`config.mk`:
```
export PLATFORM = sky130hd
export DESIGN_NAME = adb_pulse_timing_decoder_top
export DESIGN_NICKNAME = d
export VERILOG_FILES = /design/src/hw/rtl/adbptd_pkg.sv /design/src/hw/rtl/adbptd_in_reg.sv /design/src/hw/rtl/adbptd_decoder.sv /design/src/hw/rtl/adbptd_out_reg.sv /design/src/hw/rtl/adb_pulse_timing_decoder_top.sv
export SDC_FILE = /design/constraint.sdc
export NUM_CORES = 1
export LEC_CHECK = 0
export ABC_AREA = 1
export BUFFER_PORTS_ARGS = -buffer_cell sky130_fd_sc_hd__clkbuf_2
export CAP_MARGIN = 25
export CORE_MARGIN = 10
export CORE_UTILIZATION = 56
export CTS_BUF_LIST = sky130_fd_sc_hd__clkbuf_8
export DETAILED_ROUTE_END_ITERATION = 7
export PLACE_DENSITY = 0.78
export SLEW_MARGIN = 15
export SYNTH_ARGS = -nofsm -noshare
export SYNTH_HDL_FRONTEND = slang
export SYNTH_HIERARCHICAL = 1
export SYNTH_SLANG_ARGS = --single-unit
```
`constraint.sdc`:
```
create_clock -name i_clk -period 4.5 [get_ports i_clk]
set_input_delay 0.9 -clock i_clk [delete_from_list [all_inputs] [get_ports i_clk]]
set_output_delay 0.9 -clock i_clk [all_outputs]
set_load 0.02 [all_outputs]
```
`src/hw/rtl/adbptd_pkg.sv`:
```
package adbptd_pkg;

    // Fixed field widths
    localparam int CFG_W        = 16;
    localparam int CFG_IDX_W    = 3;
    localparam int ELAPSED_W    = 16;
    localparam int PAYLOAD_W    = 64;
    localparam int BYTE_TOTAL_W = 4;
    localparam int SYNC_TIME_W  = 16;

    // Defaults for the top-level parameters
    localparam int MAX_DATA_BYTES_DEF = 8;
    localparam int TIME_WIDTH_DEF     = 16;

    // Half-bit edges per byte (command or data)
    localparam int HALF_BITS = 16;

    // Command stop windows, both open intervals
    localparam int STOP_A_LO = 55;
    localparam int STOP_A_HI = 75;
    localparam int STOP_B_LO = 150;
    localparam int STOP_B_HI = 300;

    // Register reset values
    localparam logic [CFG_W-1:0] ATTN_MIN_RST     = 16'd750;
    localparam logic [CFG_W-1:0] ATTN_MAX_RST     = 16'd850;
    localparam logic [CFG_W-1:0] ONE_BIT_MAX_RST  = 16'd50;
    localparam logic [CFG_W-1:0] START_MIN_RST    = 16'd25;
    localparam logic [CFG_W-1:0] START_MAX_RST    = 16'd45;
    localparam logic [CFG_W-1:0] NO_DATA_TO_RST   = 16'd260;
    localparam logic [CFG_W-1:0] STOP_TO_RST      = 16'd50;

    typedef enum logic [CFG_IDX_W-1:0] {
        CFG_ATTN_MIN    = 3'd0,
        CFG_ATTN_MAX    = 3'd1,
        CFG_ONE_BIT_MAX = 3'd2,
        CFG_START_MIN   = 3'd3,
        CFG_START_MAX   = 3'd4,
        CFG_NO_DATA_TO  = 3'd5,
        CFG_STOP_TO     = 3'd6
    } t_cfg_idx;

    typedef enum logic [2:0] {
        PH_ATTN       = 3'd0,
        PH_SYNC       = 3'd1,
        PH_CMD        = 3'd2,
        PH_CMD_STOP   = 3'd3,
        PH_DATA_START = 3'd4,
        PH_START_BIT  = 3'd5,
        PH_DATA       = 3'd6,
        PH_MAYBE_STOP = 3'd7
    } t_phase;

    typedef enum logic {
        OP_EDGE = 1'b0,
        OP_POLL = 1'b1
    } t_op;

    typedef struct packed {
        t_op                  operation;
        logic [ELAPSED_W-1:0] elapsed;
    } t_event;

    typedef struct packed {
        logic [1:0]              cmd_type;
        logic [3:0]              device_address;
        logic [1:0]              register_index;
        logic                    cmd_stop_seen;
        logic                    has_payload;
        logic                    start_bit_ok;
        logic [BYTE_TOTAL_W-1:0] byte_total;
        logic [PAYLOAD_W-1:0]    payload;
        logic                    data_stop_seen;
        logic [SYNC_TIME_W-1:0]  sync_time;
        logic                    overflow;
    } t_result;

endpackage

```
`src/hw/rtl/adbptd_in_reg.sv`:
```
module adbptd_in_reg
    import adbptd_pkg::*;
(
    input  logic                 i_clk,
    input  logic                 i_rst_n,
    input  logic                 i_valid,
    input  logic                 i_operation,
    input  logic [ELAPSED_W-1:0] i_elapsed,
    input  logic                 i_advance,
    output logic                 o_ready,
    output logic                 o_evt_valid,
    output t_event               o_evt
);

    logic   r_valid;
    t_event r_evt;

    // Take a new word when empty or when the held word moves on
    assign o_ready     = !r_valid || i_advance;
    assign o_evt_valid = r_valid;
    assign o_evt       = r_evt;

    always_ff @(posedge i_clk) begin
        if (!i_rst_n) begin
            r_valid <= 1'b0;
        end else if (o_ready) begin
            r_valid <= i_valid;
        end
    end

    // Hold the word payload
    always_ff @(posedge i_clk) begin
        if (o_ready && i_valid) begin
            r_evt.operation <= t_op'(i_operation);
            r_evt.elapsed   <= i_elapsed;
        end
    end

endmodule

```
`src/hw/rtl/adbptd_decoder.sv`:
```
module adbptd_decoder
    import adbptd_pkg::*;
#(
    parameter int MAX_DATA_BYTES = MAX_DATA_BYTES_DEF,
    parameter int TIME_WIDTH     = TIME_WIDTH_DEF
) (
    input  logic                 i_clk,
    input  logic                 i_rst_n,
    input  logic                 i_cfg_we,
    input  logic [CFG_IDX_W-1:0] i_cfg_index,
    input  logic [CFG_W-1:0]     i_cfg_data,
    input  logic                 i_evt_valid,
    input  t_event               i_evt,
    input  logic                 i_out_free,
    output logic                 o_advance,
    output logic                 o_emit,
    output t_result              o_result
);

    localparam int CMP_W = (TIME_WIDTH > CFG_W) ? TIME_WIDTH : CFG_W;
    localparam int CNT_W = $clog2(MAX_DATA_BYTES + 1);
    localparam int IDX_W = (MAX_DATA_BYTES > 1) ? $clog2(MAX_DATA_BYTES) : 1;
    localparam int HB_W  = $clog2(HALF_BITS);
    localparam logic [CNT_W-1:0] BYTES_FULL = CNT_W'(MAX_DATA_BYTES);
    localparam logic [HB_W-1:0]  HB_LAST    = HB_W'(HALF_BITS - 1);

    // Configuration registers
    logic [CFG_W-1:0] r_attn_min, r_attn_max, r_one_bit_max;
    logic [CFG_W-1:0] r_start_min, r_start_max, r_no_data_to, r_stop_to;

    // Decoder state
    t_phase                r_phase, n_phase;
    logic [HB_W-1:0]       r_hb, n_hb;
    logic                  r_skip, n_skip;
    logic [7:0]            r_shift, n_shift;
    logic [7:0]            r_fields, n_fields;
    logic                  r_cmd_stop, n_cmd_stop;
    logic                  r_payload, n_payload;
    logic                  r_start_ok, n_start_ok;
    logic                  r_data_stop, n_data_stop;
    logic                  r_overflow, n_overflow;
    logic [CNT_W-1:0]      r_bytes, n_bytes;
    logic [7:0]            r_store [MAX_DATA_BYTES];
    logic [7:0]            n_store [MAX_DATA_BYTES];
    logic [TIME_WIDTH-1:0] r_sync, n_sync;

    // Decode helpers
    logic [TIME_WIDTH-1:0] t_w;
    logic [CMP_W-1:0]      t_c;
    logic [CMP_W-1:0]      sync_c;
    logic                  is_one, hb_even, hb_last, room;
    logic [7:0]            bit_mask;
    logic [IDX_W-1:0]      wr_idx, nxt_idx;
    logic [CNT_W-1:0]      nxt_bytes;
    logic                  attn_ok, stop_ok, start_ok;
    logic                  poll_nodata, poll_stop, emit_cond;
    logic [PAYLOAD_W-1:0]  pay;

    assign t_w = TIME_WIDTH'(i_evt.elapsed);
    assign t_c = CMP_W'(t_w);

    assign is_one    = t_c < CMP_W'(r_one_bit_max);
    assign hb_even   = !r_hb[0];
    assign hb_last   = (r_hb == HB_LAST);
    assign bit_mask  = 8'h80 >> r_hb[HB_W-1:1];
    assign room      = r_bytes < BYTES_FULL;
    assign wr_idx    = r_bytes[IDX_W-1:0];
    assign nxt_bytes = r_bytes + CNT_W'(1);
    assign nxt_idx   = nxt_bytes[IDX_W-1:0];

    assign attn_ok  = (t_c > CMP_W'(r_attn_min)) && (t_c < CMP_W'(r_attn_max));
    assign start_ok = (t_c > CMP_W'(r_start_min)) && (t_c < CMP_W'(r_start_max));
    assign stop_ok  = ((t_c > CMP_W'(STOP_A_LO)) && (t_c < CMP_W'(STOP_A_HI))) ||
                      ((t_c > CMP_W'(STOP_B_LO)) && (t_c < CMP_W'(STOP_B_HI)));

    // Polls that close a packet
    assign poll_nodata = (i_evt.operation == OP_POLL) && (r_phase == PH_DATA_START) &&
                         (t_c > CMP_W'(r_no_data_to));
    assign poll_stop   = (i_evt.operation == OP_POLL) && (r_phase == PH_MAYBE_STOP) &&
                         (t_c > CMP_W'(r_stop_to));
    assign emit_cond   = poll_nodata || poll_stop;

    // Stall only a closing poll while the result register is full
    assign o_advance = i_evt_valid && (!emit_cond || i_out_free);
    assign o_emit    = i_evt_valid && emit_cond && i_out_free;

    // Gather stored bytes; bytes past the count read as zero
    always_comb begin
        pay = '0;
        for (int b = 0; b < MAX_DATA_BYTES; b++) begin
            if (CNT_W'(b) < r_bytes) begin
                pay[8*b +: 8] = r_store[b];
            end
        end
    end

    assign sync_c = CMP_W'(r_sync);

    always_comb begin
        o_result.cmd_type       = r_fields[3:2];
        o_result.device_address = r_fields[7:4];
        o_result.register_index = r_fields[1:0];
        o_result.cmd_stop_seen  = r_cmd_stop;
        o_result.has_payload    = poll_nodata ? 1'b0 : r_payload;
        o_result.start_bit_ok   = r_start_ok;
        o_result.byte_total     = BYTE_TOTAL_W'(r_bytes);
        o_result.payload        = pay;
        o_result.data_stop_seen = poll_stop ? 1'b1 : r_data_stop;
        o_result.sync_time      = sync_c[SYNC_TIME_W-1:0];
        o_result.overflow       = r_overflow;
    end

    // Next state for one word
    always_comb begin
        n_phase     = r_phase;
        n_hb        = r_hb;
        n_skip      = r_skip;
        n_shift     = r_shift;
        n_fields    = r_fields;
        n_cmd_stop  = r_cmd_stop;
        n_payload   = r_payload;
        n_start_ok  = r_start_ok;
        n_data_stop = r_data_stop;
        n_overflow  = r_overflow;
        n_bytes     = r_bytes;
        n_sync      = r_sync;
        n_store     = r_store;

        if (o_advance) begin
            if (i_evt.operation == OP_POLL) begin
                if (poll_nodata) begin
                    n_payload = 1'b0;
                    n_phase   = PH_ATTN;
                end else if (poll_stop) begin
                    n_data_stop = 1'b1;
                    n_phase     = PH_ATTN;
                end
            end else begin
                case (r_phase)
                    PH_ATTN: begin
                        // Open a fresh packet
                        if (attn_ok) begin
                            n_cmd_stop  = 1'b0;
                            n_payload   = 1'b0;
                            n_start_ok  = 1'b0;
                            n_data_stop = 1'b0;
                            n_overflow  = 1'b0;
                            n_bytes     = '0;
                            n_sync      = '0;
                            n_fields    = '0;
                            n_phase     = PH_SYNC;
                        end
                    end
                    PH_SYNC: begin
                        n_sync  = t_w;
                        n_hb    = '0;
                        n_shift = '0;
                        n_phase = PH_CMD;
                    end
                    PH_CMD: begin
                        // Shift in command bits, MSB first, on even half-bits
                        if (hb_even && is_one) begin
                            n_shift = r_shift | bit_mask;
                        end
                        n_hb = r_hb + HB_W'(1);
                        if (hb_last) begin
                            n_fields = r_shift;
                            n_phase  = PH_CMD_STOP;
                        end
                    end
                    PH_CMD_STOP: begin
                        if (stop_ok) begin
                            n_cmd_stop = 1'b1;
                            n_phase    = PH_DATA_START;
                        end else begin
                            n_phase = PH_ATTN;
                        end
                    end
                    PH_DATA_START: begin
                        n_payload = 1'b1;
                        n_phase   = PH_START_BIT;
                    end
                    PH_START_BIT: begin
                        if (start_ok) begin
                            n_start_ok = 1'b1;
                        end
                        n_skip = 1'b1;
                        n_hb   = '0;
                        if (room) begin
                            n_store[wr_idx] = '0;
                        end
                        n_phase = PH_DATA;
                    end
                    PH_DATA, PH_MAYBE_STOP: begin
                        n_phase = PH_DATA;
                        if (r_skip) begin
                            // Drop the edge after the start bit
                            n_skip = 1'b0;
                            n_hb   = '0;
                        end else begin
                            if (hb_even) begin
                                if (is_one) begin
                                    if (room) begin
                                        n_store[wr_idx] = r_store[wr_idx] | bit_mask;
                                    end
                                end else if (r_hb == '0) begin
                                    // A zero leading bit may be the data stop
                                    n_phase = PH_MAYBE_STOP;
                                end
                            end
                            n_hb = r_hb + HB_W'(1);
                            if (hb_last) begin
                                if (room) begin
                                    n_bytes = nxt_bytes;
                                    if (nxt_bytes < BYTES_FULL) begin
                                        n_store[nxt_idx] = '0;
                                    end
                                end else begin
                                    n_overflow = 1'b1;
                                end
                            end
                        end
                    end
                    default: begin
                        n_phase = PH_ATTN;
                    end
                endcase
            end
        end
    end

    // Control state
    always_ff @(posedge i_clk) begin
        if (!i_rst_n) begin
            r_phase     <= PH_ATTN;
            r_hb        <= '0;
            r_skip      <= 1'b0;
            r_cmd_stop  <= 1'b0;
            r_payload   <= 1'b0;
            r_start_ok  <= 1'b0;
            r_data_stop <= 1'b0;
            r_overflow  <= 1'b0;
            r_bytes     <= '0;
        end else begin
            r_phase     <= n_phase;
            r_hb        <= n_hb;
            r_skip      <= n_skip;
            r_cmd_stop  <= n_cmd_stop;
            r_payload   <= n_payload;
            r_start_ok  <= n_start_ok;
            r_data_stop <= n_data_stop;
            r_overflow  <= n_overflow;
            r_bytes     <= n_bytes;
        end
    end

    // Packet payload registers
    always_ff @(posedge i_clk) begin
        r_shift  <= n_shift;
        r_fields <= n_fields;
        r_sync   <= n_sync;
        r_store  <= n_store;
    end

    // Configuration writes; an unused index is dropped
    always_ff @(posedge i_clk) begin
        if (!i_rst_n) begin
            r_attn_min    <= ATTN_MIN_RST;
            r_attn_max    <= ATTN_MAX_RST;
            r_one_bit_max <= ONE_BIT_MAX_RST;
            r_start_min   <= START_MIN_RST;
            r_start_max   <= START_MAX_RST;
            r_no_data_to  <= NO_DATA_TO_RST;
            r_stop_to     <= STOP_TO_RST;
        end else if (i_cfg_we) begin
            case (t_cfg_idx'(i_cfg_index))
                CFG_ATTN_MIN:    r_attn_min    <= i_cfg_data;
                CFG_ATTN_MAX:    r_attn_max    <= i_cfg_data;
                CFG_ONE_BIT_MAX: r_one_bit_max <= i_cfg_data;
                CFG_START_MIN:   r_start_min   <= i_cfg_data;
                CFG_START_MAX:   r_start_max   <= i_cfg_data;
                CFG_NO_DATA_TO:  r_no_data_to  <= i_cfg_data;
                CFG_STOP_TO:     r_stop_to     <= i_cfg_data;
                default: begin
                end
            endcase
        end
    end

endmodule

```
`src/hw/rtl/adbptd_out_reg.sv`:
```
module adbptd_out_reg
    import adbptd_pkg::*;
(
    input  logic    i_clk,
    input  logic    i_rst_n,
    input  logic    i_load,
    input  t_result i_result,
    input  logic    i_ready,
    output logic    o_free,
    output logic    o_valid,
    output t_result o_result
);

    logic    r_valid;
    t_result r_result;

    // Free when empty or when the held word leaves this cycle
    assign o_free   = !r_valid || i_ready;
    assign o_valid  = r_valid;
    assign o_result = r_result;

    always_ff @(posedge i_clk) begin
        if (!i_rst_n) begin
            r_valid <= 1'b0;
        end else if (i_load) begin
            r_valid <= 1'b1;
        end else if (i_ready) begin
            r_valid <= 1'b0;
        end
    end

    always_ff @(posedge i_clk) begin
        if (i_load) begin
            r_result <= i_result;
        end
    end

endmodule

```
`src/hw/rtl/adb_pulse_timing_decoder_top.sv`:
```
// Channel   Direction  Handshake                  Word
// -------   ---------  -------------------------  ------------------------------------
// input     in         i_in_valid / o_in_ready    i_operation, i_elapsed
// result    out        o_out_valid / i_out_ready  o_cmd_type ... o_overflow
// config    in         i_cfg_we (no wait)         i_cfg_index, i_cfg_data
//
// One input word is taken per cycle while no closing poll stalls; a word is held in the
// input register and decoded into the result register, which is loaded with a packet
// when its closing poll is decoded. Only a closing poll can stall, and only while the
// result register still holds an untaken packet. Synchronous active-low reset clears
// phase, counters, flags and restores the register defaults; no clearing pass
// is needed.
module adb_pulse_timing_decoder_top
    import adbptd_pkg::*;
#(
    parameter int MAX_DATA_BYTES = MAX_DATA_BYTES_DEF,
    parameter int TIME_WIDTH     = TIME_WIDTH_DEF
) (
    input  logic                    i_clk,
    input  logic                    i_rst_n,
    input  logic                    i_cfg_we,
    input  logic [CFG_IDX_W-1:0]    i_cfg_index,
    input  logic [CFG_W-1:0]        i_cfg_data,
    input  logic                    i_in_valid,
    output logic                    o_in_ready,
    input  logic                    i_operation,
    input  logic [ELAPSED_W-1:0]    i_elapsed,
    output logic                    o_out_valid,
    input  logic                    i_out_ready,
    output logic [1:0]              o_cmd_type,
    output logic [3:0]              o_device_address,
    output logic [1:0]              o_register_index,
    output logic                    o_cmd_stop_seen,
    output logic                    o_has_payload,
    output logic                    o_start_bit_ok,
    output logic [BYTE_TOTAL_W-1:0] o_byte_total,
    output logic [PAYLOAD_W-1:0]    o_payload,
    output logic                    o_data_stop_seen,
    output logic [SYNC_TIME_W-1:0]  o_sync_time,
    output logic                    o_overflow
);

    logic    evt_valid;
    t_event  evt;
    logic    advance;
    logic    emit;
    logic    out_free;
    t_result dec_result;
    t_result out_result;

    adbptd_in_reg u_in_reg (
        .i_clk       (i_clk),
        .i_rst_n     (i_rst_n),
        .i_valid     (i_in_valid),
        .i_operation (i_operation),
        .i_elapsed   (i_elapsed),
        .i_advance   (advance),
        .o_ready     (o_in_ready),
        .o_evt_valid (evt_valid),
        .o_evt       (evt)
    );

    adbptd_decoder #(
        .MAX_DATA_BYTES (MAX_DATA_BYTES),
        .TIME_WIDTH     (TIME_WIDTH)
    ) u_decoder (
        .i_clk       (i_clk),
        .i_rst_n     (i_rst_n),
        .i_cfg_we    (i_cfg_we),
        .i_cfg_index (i_cfg_index),
        .i_cfg_data  (i_cfg_data),
        .i_evt_valid (evt_valid),
        .i_evt       (evt),
        .i_out_free  (out_free),
        .o_advance   (advance),
        .o_emit      (emit),
        .o_result    (dec_result)
    );

    adbptd_out_reg u_out_reg (
        .i_clk    (i_clk),
        .i_rst_n  (i_rst_n),
        .i_load   (emit),
        .i_result (dec_result),
        .i_ready  (i_out_ready),
        .o_free   (out_free),
        .o_valid  (o_out_valid),
        .o_result (out_result)
    );

    // Break out the result word
    assign o_cmd_type       = out_result.cmd_type;
    assign o_device_address = out_result.device_address;
    assign o_register_index = out_result.register_index;
    assign o_cmd_stop_seen  = out_result.cmd_stop_seen;
    assign o_has_payload    = out_result.has_payload;
    assign o_start_bit_ok   = out_result.start_bit_ok;
    assign o_byte_total     = out_result.byte_total;
    assign o_payload        = out_result.payload;
    assign o_data_stop_seen = out_result.data_stop_seen;
    assign o_sync_time      = out_result.sync_time;
    assign o_overflow       = out_result.overflow;

endmodule
```
==> flow_summary.yaml <==
placed_design:
  place_ws_ns: 1.22
  dp_cells: 2390
  numPortBuffers: 139
  placed_cell_area_sq_mm: 0.0181
  hpwl_mm: 34.0
  place_congestion: 0.963
grt:
  grt_pass1_wl_mm: 73.2
  grt_start_max_net_pins: 64
  first_global_vias: 13700
  overflow: 0
  track_usage: 0.236
  antenna_found_initial: 1
worst_setup_path:
  worstSetupStartpoint: "u_in_reg/o_evt[11]$_DFFE_PP_"
  crit_end: "o_in_ready"
  critPathKind: "reg -> out"
  crit_path_end_kind: "output port"
  crit_arrival_ns: 3.02
  r2r_end: "u_decoder/r_store[60]$_DFFE_PP_"
  worst_ep_required_time_ns: 3.60
  reg2reg_depth: 10
  rrSetupSlack_ns: 1.27
  worstPathMaxFanout: 18
  start_kind: "flop"
  r2r_start: "u_in_reg/o_evt[9]$_DFFE_PP_"
cts:
  cts-root-buf: "clkbuf_8"
  postCtsHoldBufs: 0
  cts_made_buffers: 54
  htreeDepth: 2
  ctsResizeCount: 0
  post_cts_buffers: 0
  cts_tree: "yes"
  path_clk_slew_ns: 0.07
  clock_latency_ns: 0.59
  clock_sinks: 341
  cts_buffer_depth: 3
cells_and_area:
  fin_cells: 2489
  final_common_cell: "nand2_1"
  design_area_sq_mm: 0.0192
  final_nets: 2210
  areaGrowthSynthToFinish_pct: 12.4
  final_cell_mix: "339 x nand2_1, 313 x inv_1, 210 x edfxtp_1"
  nFillCells: 2456
  drive_gt1_frac: 0.123
flow_run:
  maxCapViolCount: 0
logic_synthesis:
  synth_cells: 1907
  yosys_warnings: 6
  synth_area_per_cell_sq_um: 8.97
  ys_ff_latch: 341
  synth_area_sq_mm: 0.0171
  synth_nets: 2061
  ys_seq_area_frac: 0.522
  synthDistinctLibCells: 36
sta:
  finClkSkew_ns: 0.0287
  rsz0062_at_grt: "false"
  setup_tns_ns: 0
  slew_headroom: 0.360
  fin_crit_ns: 3.92
  fmax_mhz: 255
  final_hold_viol_count: 0
  fin_crit_sh: 0.872
  setup_viol: 0
  worst_slack_ns: 0.578
  tightestPinTransition_ns: 0.956
  drv_slew: 0
floorplanning:
  die-area_sq_mm: 0.0379
  die-width_um: 195
  initial_core_util: 0.572
  rows: 63
  die_y_um: 195
  num_io_pins: 140
  fp.coreArea_sq_mm: 0.0299
route:
  detail-route-antenna-nets: 0
  drc_errors: 1
  drt_iter0_markers: 1452
  routed_wl_mm: 46.2
  drt_pre_antenna_iters: 8
  vias_per_cell: 5.73
  via_count: 14300
  wl_per_cell_um: 18.6
power_and_ir_drop:
  cellPowerDensity_mw_per_mm2: 345
  leakage_uw: 0.00821
  max-vdd-ir-drop_mv: 0.237
status:
  status: "finished with violations"
  violations: "DRC"
hold_path:
  hold_path_class: "reg -> reg"
  holdPathStages: 0
## state kept, by name, indices dropped and copies added (netlist names), 3 cells and up
name	count
u_in_reg/o_evt	17
u_decoder/r_phase	3
u_decoder/r_no_data_to	16
u_decoder/r_bytes	4
u_decoder/r_start_min	16
u_decoder/r_start_max	16
u_decoder/r_attn_max	16
u_decoder/r_one_bit_max	16
u_decoder/r_hb	4
u_decoder/r_shift	8
u_out_reg/o_result	97
u_decoder/r_attn_min	16
u_decoder/r_stop_to	16
u_decoder/r_store	64
u_decoder/r_fields	8
u_decoder/r_sync	16
## per-stage QoR
step	total power [uW]	util	hold slack, ns
4_1_cts	6660	0.643	0.416
6_report	6630	0.643	0.413
3_3_place_gp	4060	0.607	0.404
3_5_place_dp	4080	0.607	0.405
5_1_grt	6920	0.643	0.425
2_1_floorplan	3880	-	0.400
## Yosys cell counts
library cell | instances | area [sq um]
a21o_1 | 4 | 30.0
a21oi_1 | 165 | 826
a21oi_2 | 2 | 17.5
a21oi_4 | 1 | 16.3
a31oi_1 | 7 | 43.8
buf_1 | 1 | 3.75
buf_2 | 13 | 65.1
buf_4 | 5 | 37.5
clkbuf_1 | 40 | 150
clkinv_1 | 1 | 3.75
dfxtp_1 | 131 | 2620
edfxtp_1 | 210 | 6310
ha_1 | 113 | 1410
inv_1 | 291 | 1090
inv_2 | 10 | 37.5
nand2_1 | 339 | 1270
nand2_2 | 5 | 31.3
nand3_1 | 110 | 551
nand3b_1 | 1 | 7.51
nand4_1 | 18 | 113
nand4_4 | 1 | 21.3
nor2_1 | 172 | 646
nor2_2 | 5 | 31.3
nor2_4 | 2 | 22.5
nor3_1 | 7 | 35.0
nor3b_1 | 1 | 7.51
nor4_1 | 4 | 25.0
nor4_4 | 8 | 170
o211ai_1 | 35 | 263
o21a_1 | 7 | 52.6
o21ai_0 | 117 | 586
o21ai_1 | 2 | 10.0
o221ai_1 | 8 | 70.1
o22ai_1 | 16 | 100
o31ai_1 | 52 | 390
xor2_1 | 3 | 26.3
## critical path, stage by stage, from the launching register on
cell      delay (ns)
edfxtp_1        0.57
ha_1            0.40
nand2_1         0.06
nor2_1          0.11
nand4_1         0.15
o21a_1          0.22
nand2_1         0.13
nand3_1         0.11
nand2_2         0.30
inv_2           0.12
nand2_2         0.10
clkbuf_2        0.17
## final cells by class
class / count / area, sq um / share of cell area
Antenna cell: 1 / 2.50 / 0.000130
Clock buffer: 60 / 826 / 0.0430
Clock inverter: 38 / 238 / 0.0124
Inverter: 302 / 1140 / 0.0591
Multi-Input combinational cell: 1205 / 6790 / 0.353
Sequential cell: 341 / 8930 / 0.465
Tap cell: 390 / 488 / 0.0254
Timing Repair Buffer: 152 / 806 / 0.0419
## report_power, final
group / switching, uW / internal, uW
sequential: 54.7 / 3360
combinational: 424 / 195
clock: 1200 / 1390
## kinds of logic after synthesis
group                    synth area share
AO/OA/AOI/OAI                       0.141
XOR/XNOR                          0.00154
adder cells (fa/ha/maj)            0.0827
buffers and inverters              0.0813
flip-flops                          0.522
AND/OR/NAND/NOR                     0.172
## worst min path at each step
stage	start	endpoint	slack, ns
after floorplan	u_decoder/r_sync[9]$_SDFFCE_PN0P_	u_out_reg/o_result[10]$_DFFE_PP_	0.40
after global placement	u_decoder/r_sync[2]$_SDFFCE_PN0P_	u_out_reg/o_result[3]$_DFFE_PP_	0.40
after detailed placement	u_decoder/r_fields[0]$_SDFFCE_PN0P_	u_out_reg/o_result[89]$_DFFE_PP_	0.40
after CTS	u_decoder/r_sync[7]$_SDFFCE_PN0P_	u_out_reg/o_result[8]$_DFFE_PP_	0.42
after global routing	u_decoder/r_fields[7]$_SDFFCE_PN0P_	u_out_reg/o_result[94]$_DFFE_PP_	0.43
final	u_decoder/r_sync[7]$_SDFFCE_PN0P_	u_out_reg/o_result[8]$_DFFE_PP_	0.41
## routing by layer
metal	global-route usage	share of wire	routed length, um
met4	0.104	0.041	1900
met2	0.388	0.47	21900
met3	0.0437	0.086	3960
met5	0	0	0
met1	0.298	0.40	18500
Power figures use the tool's default switching activity.
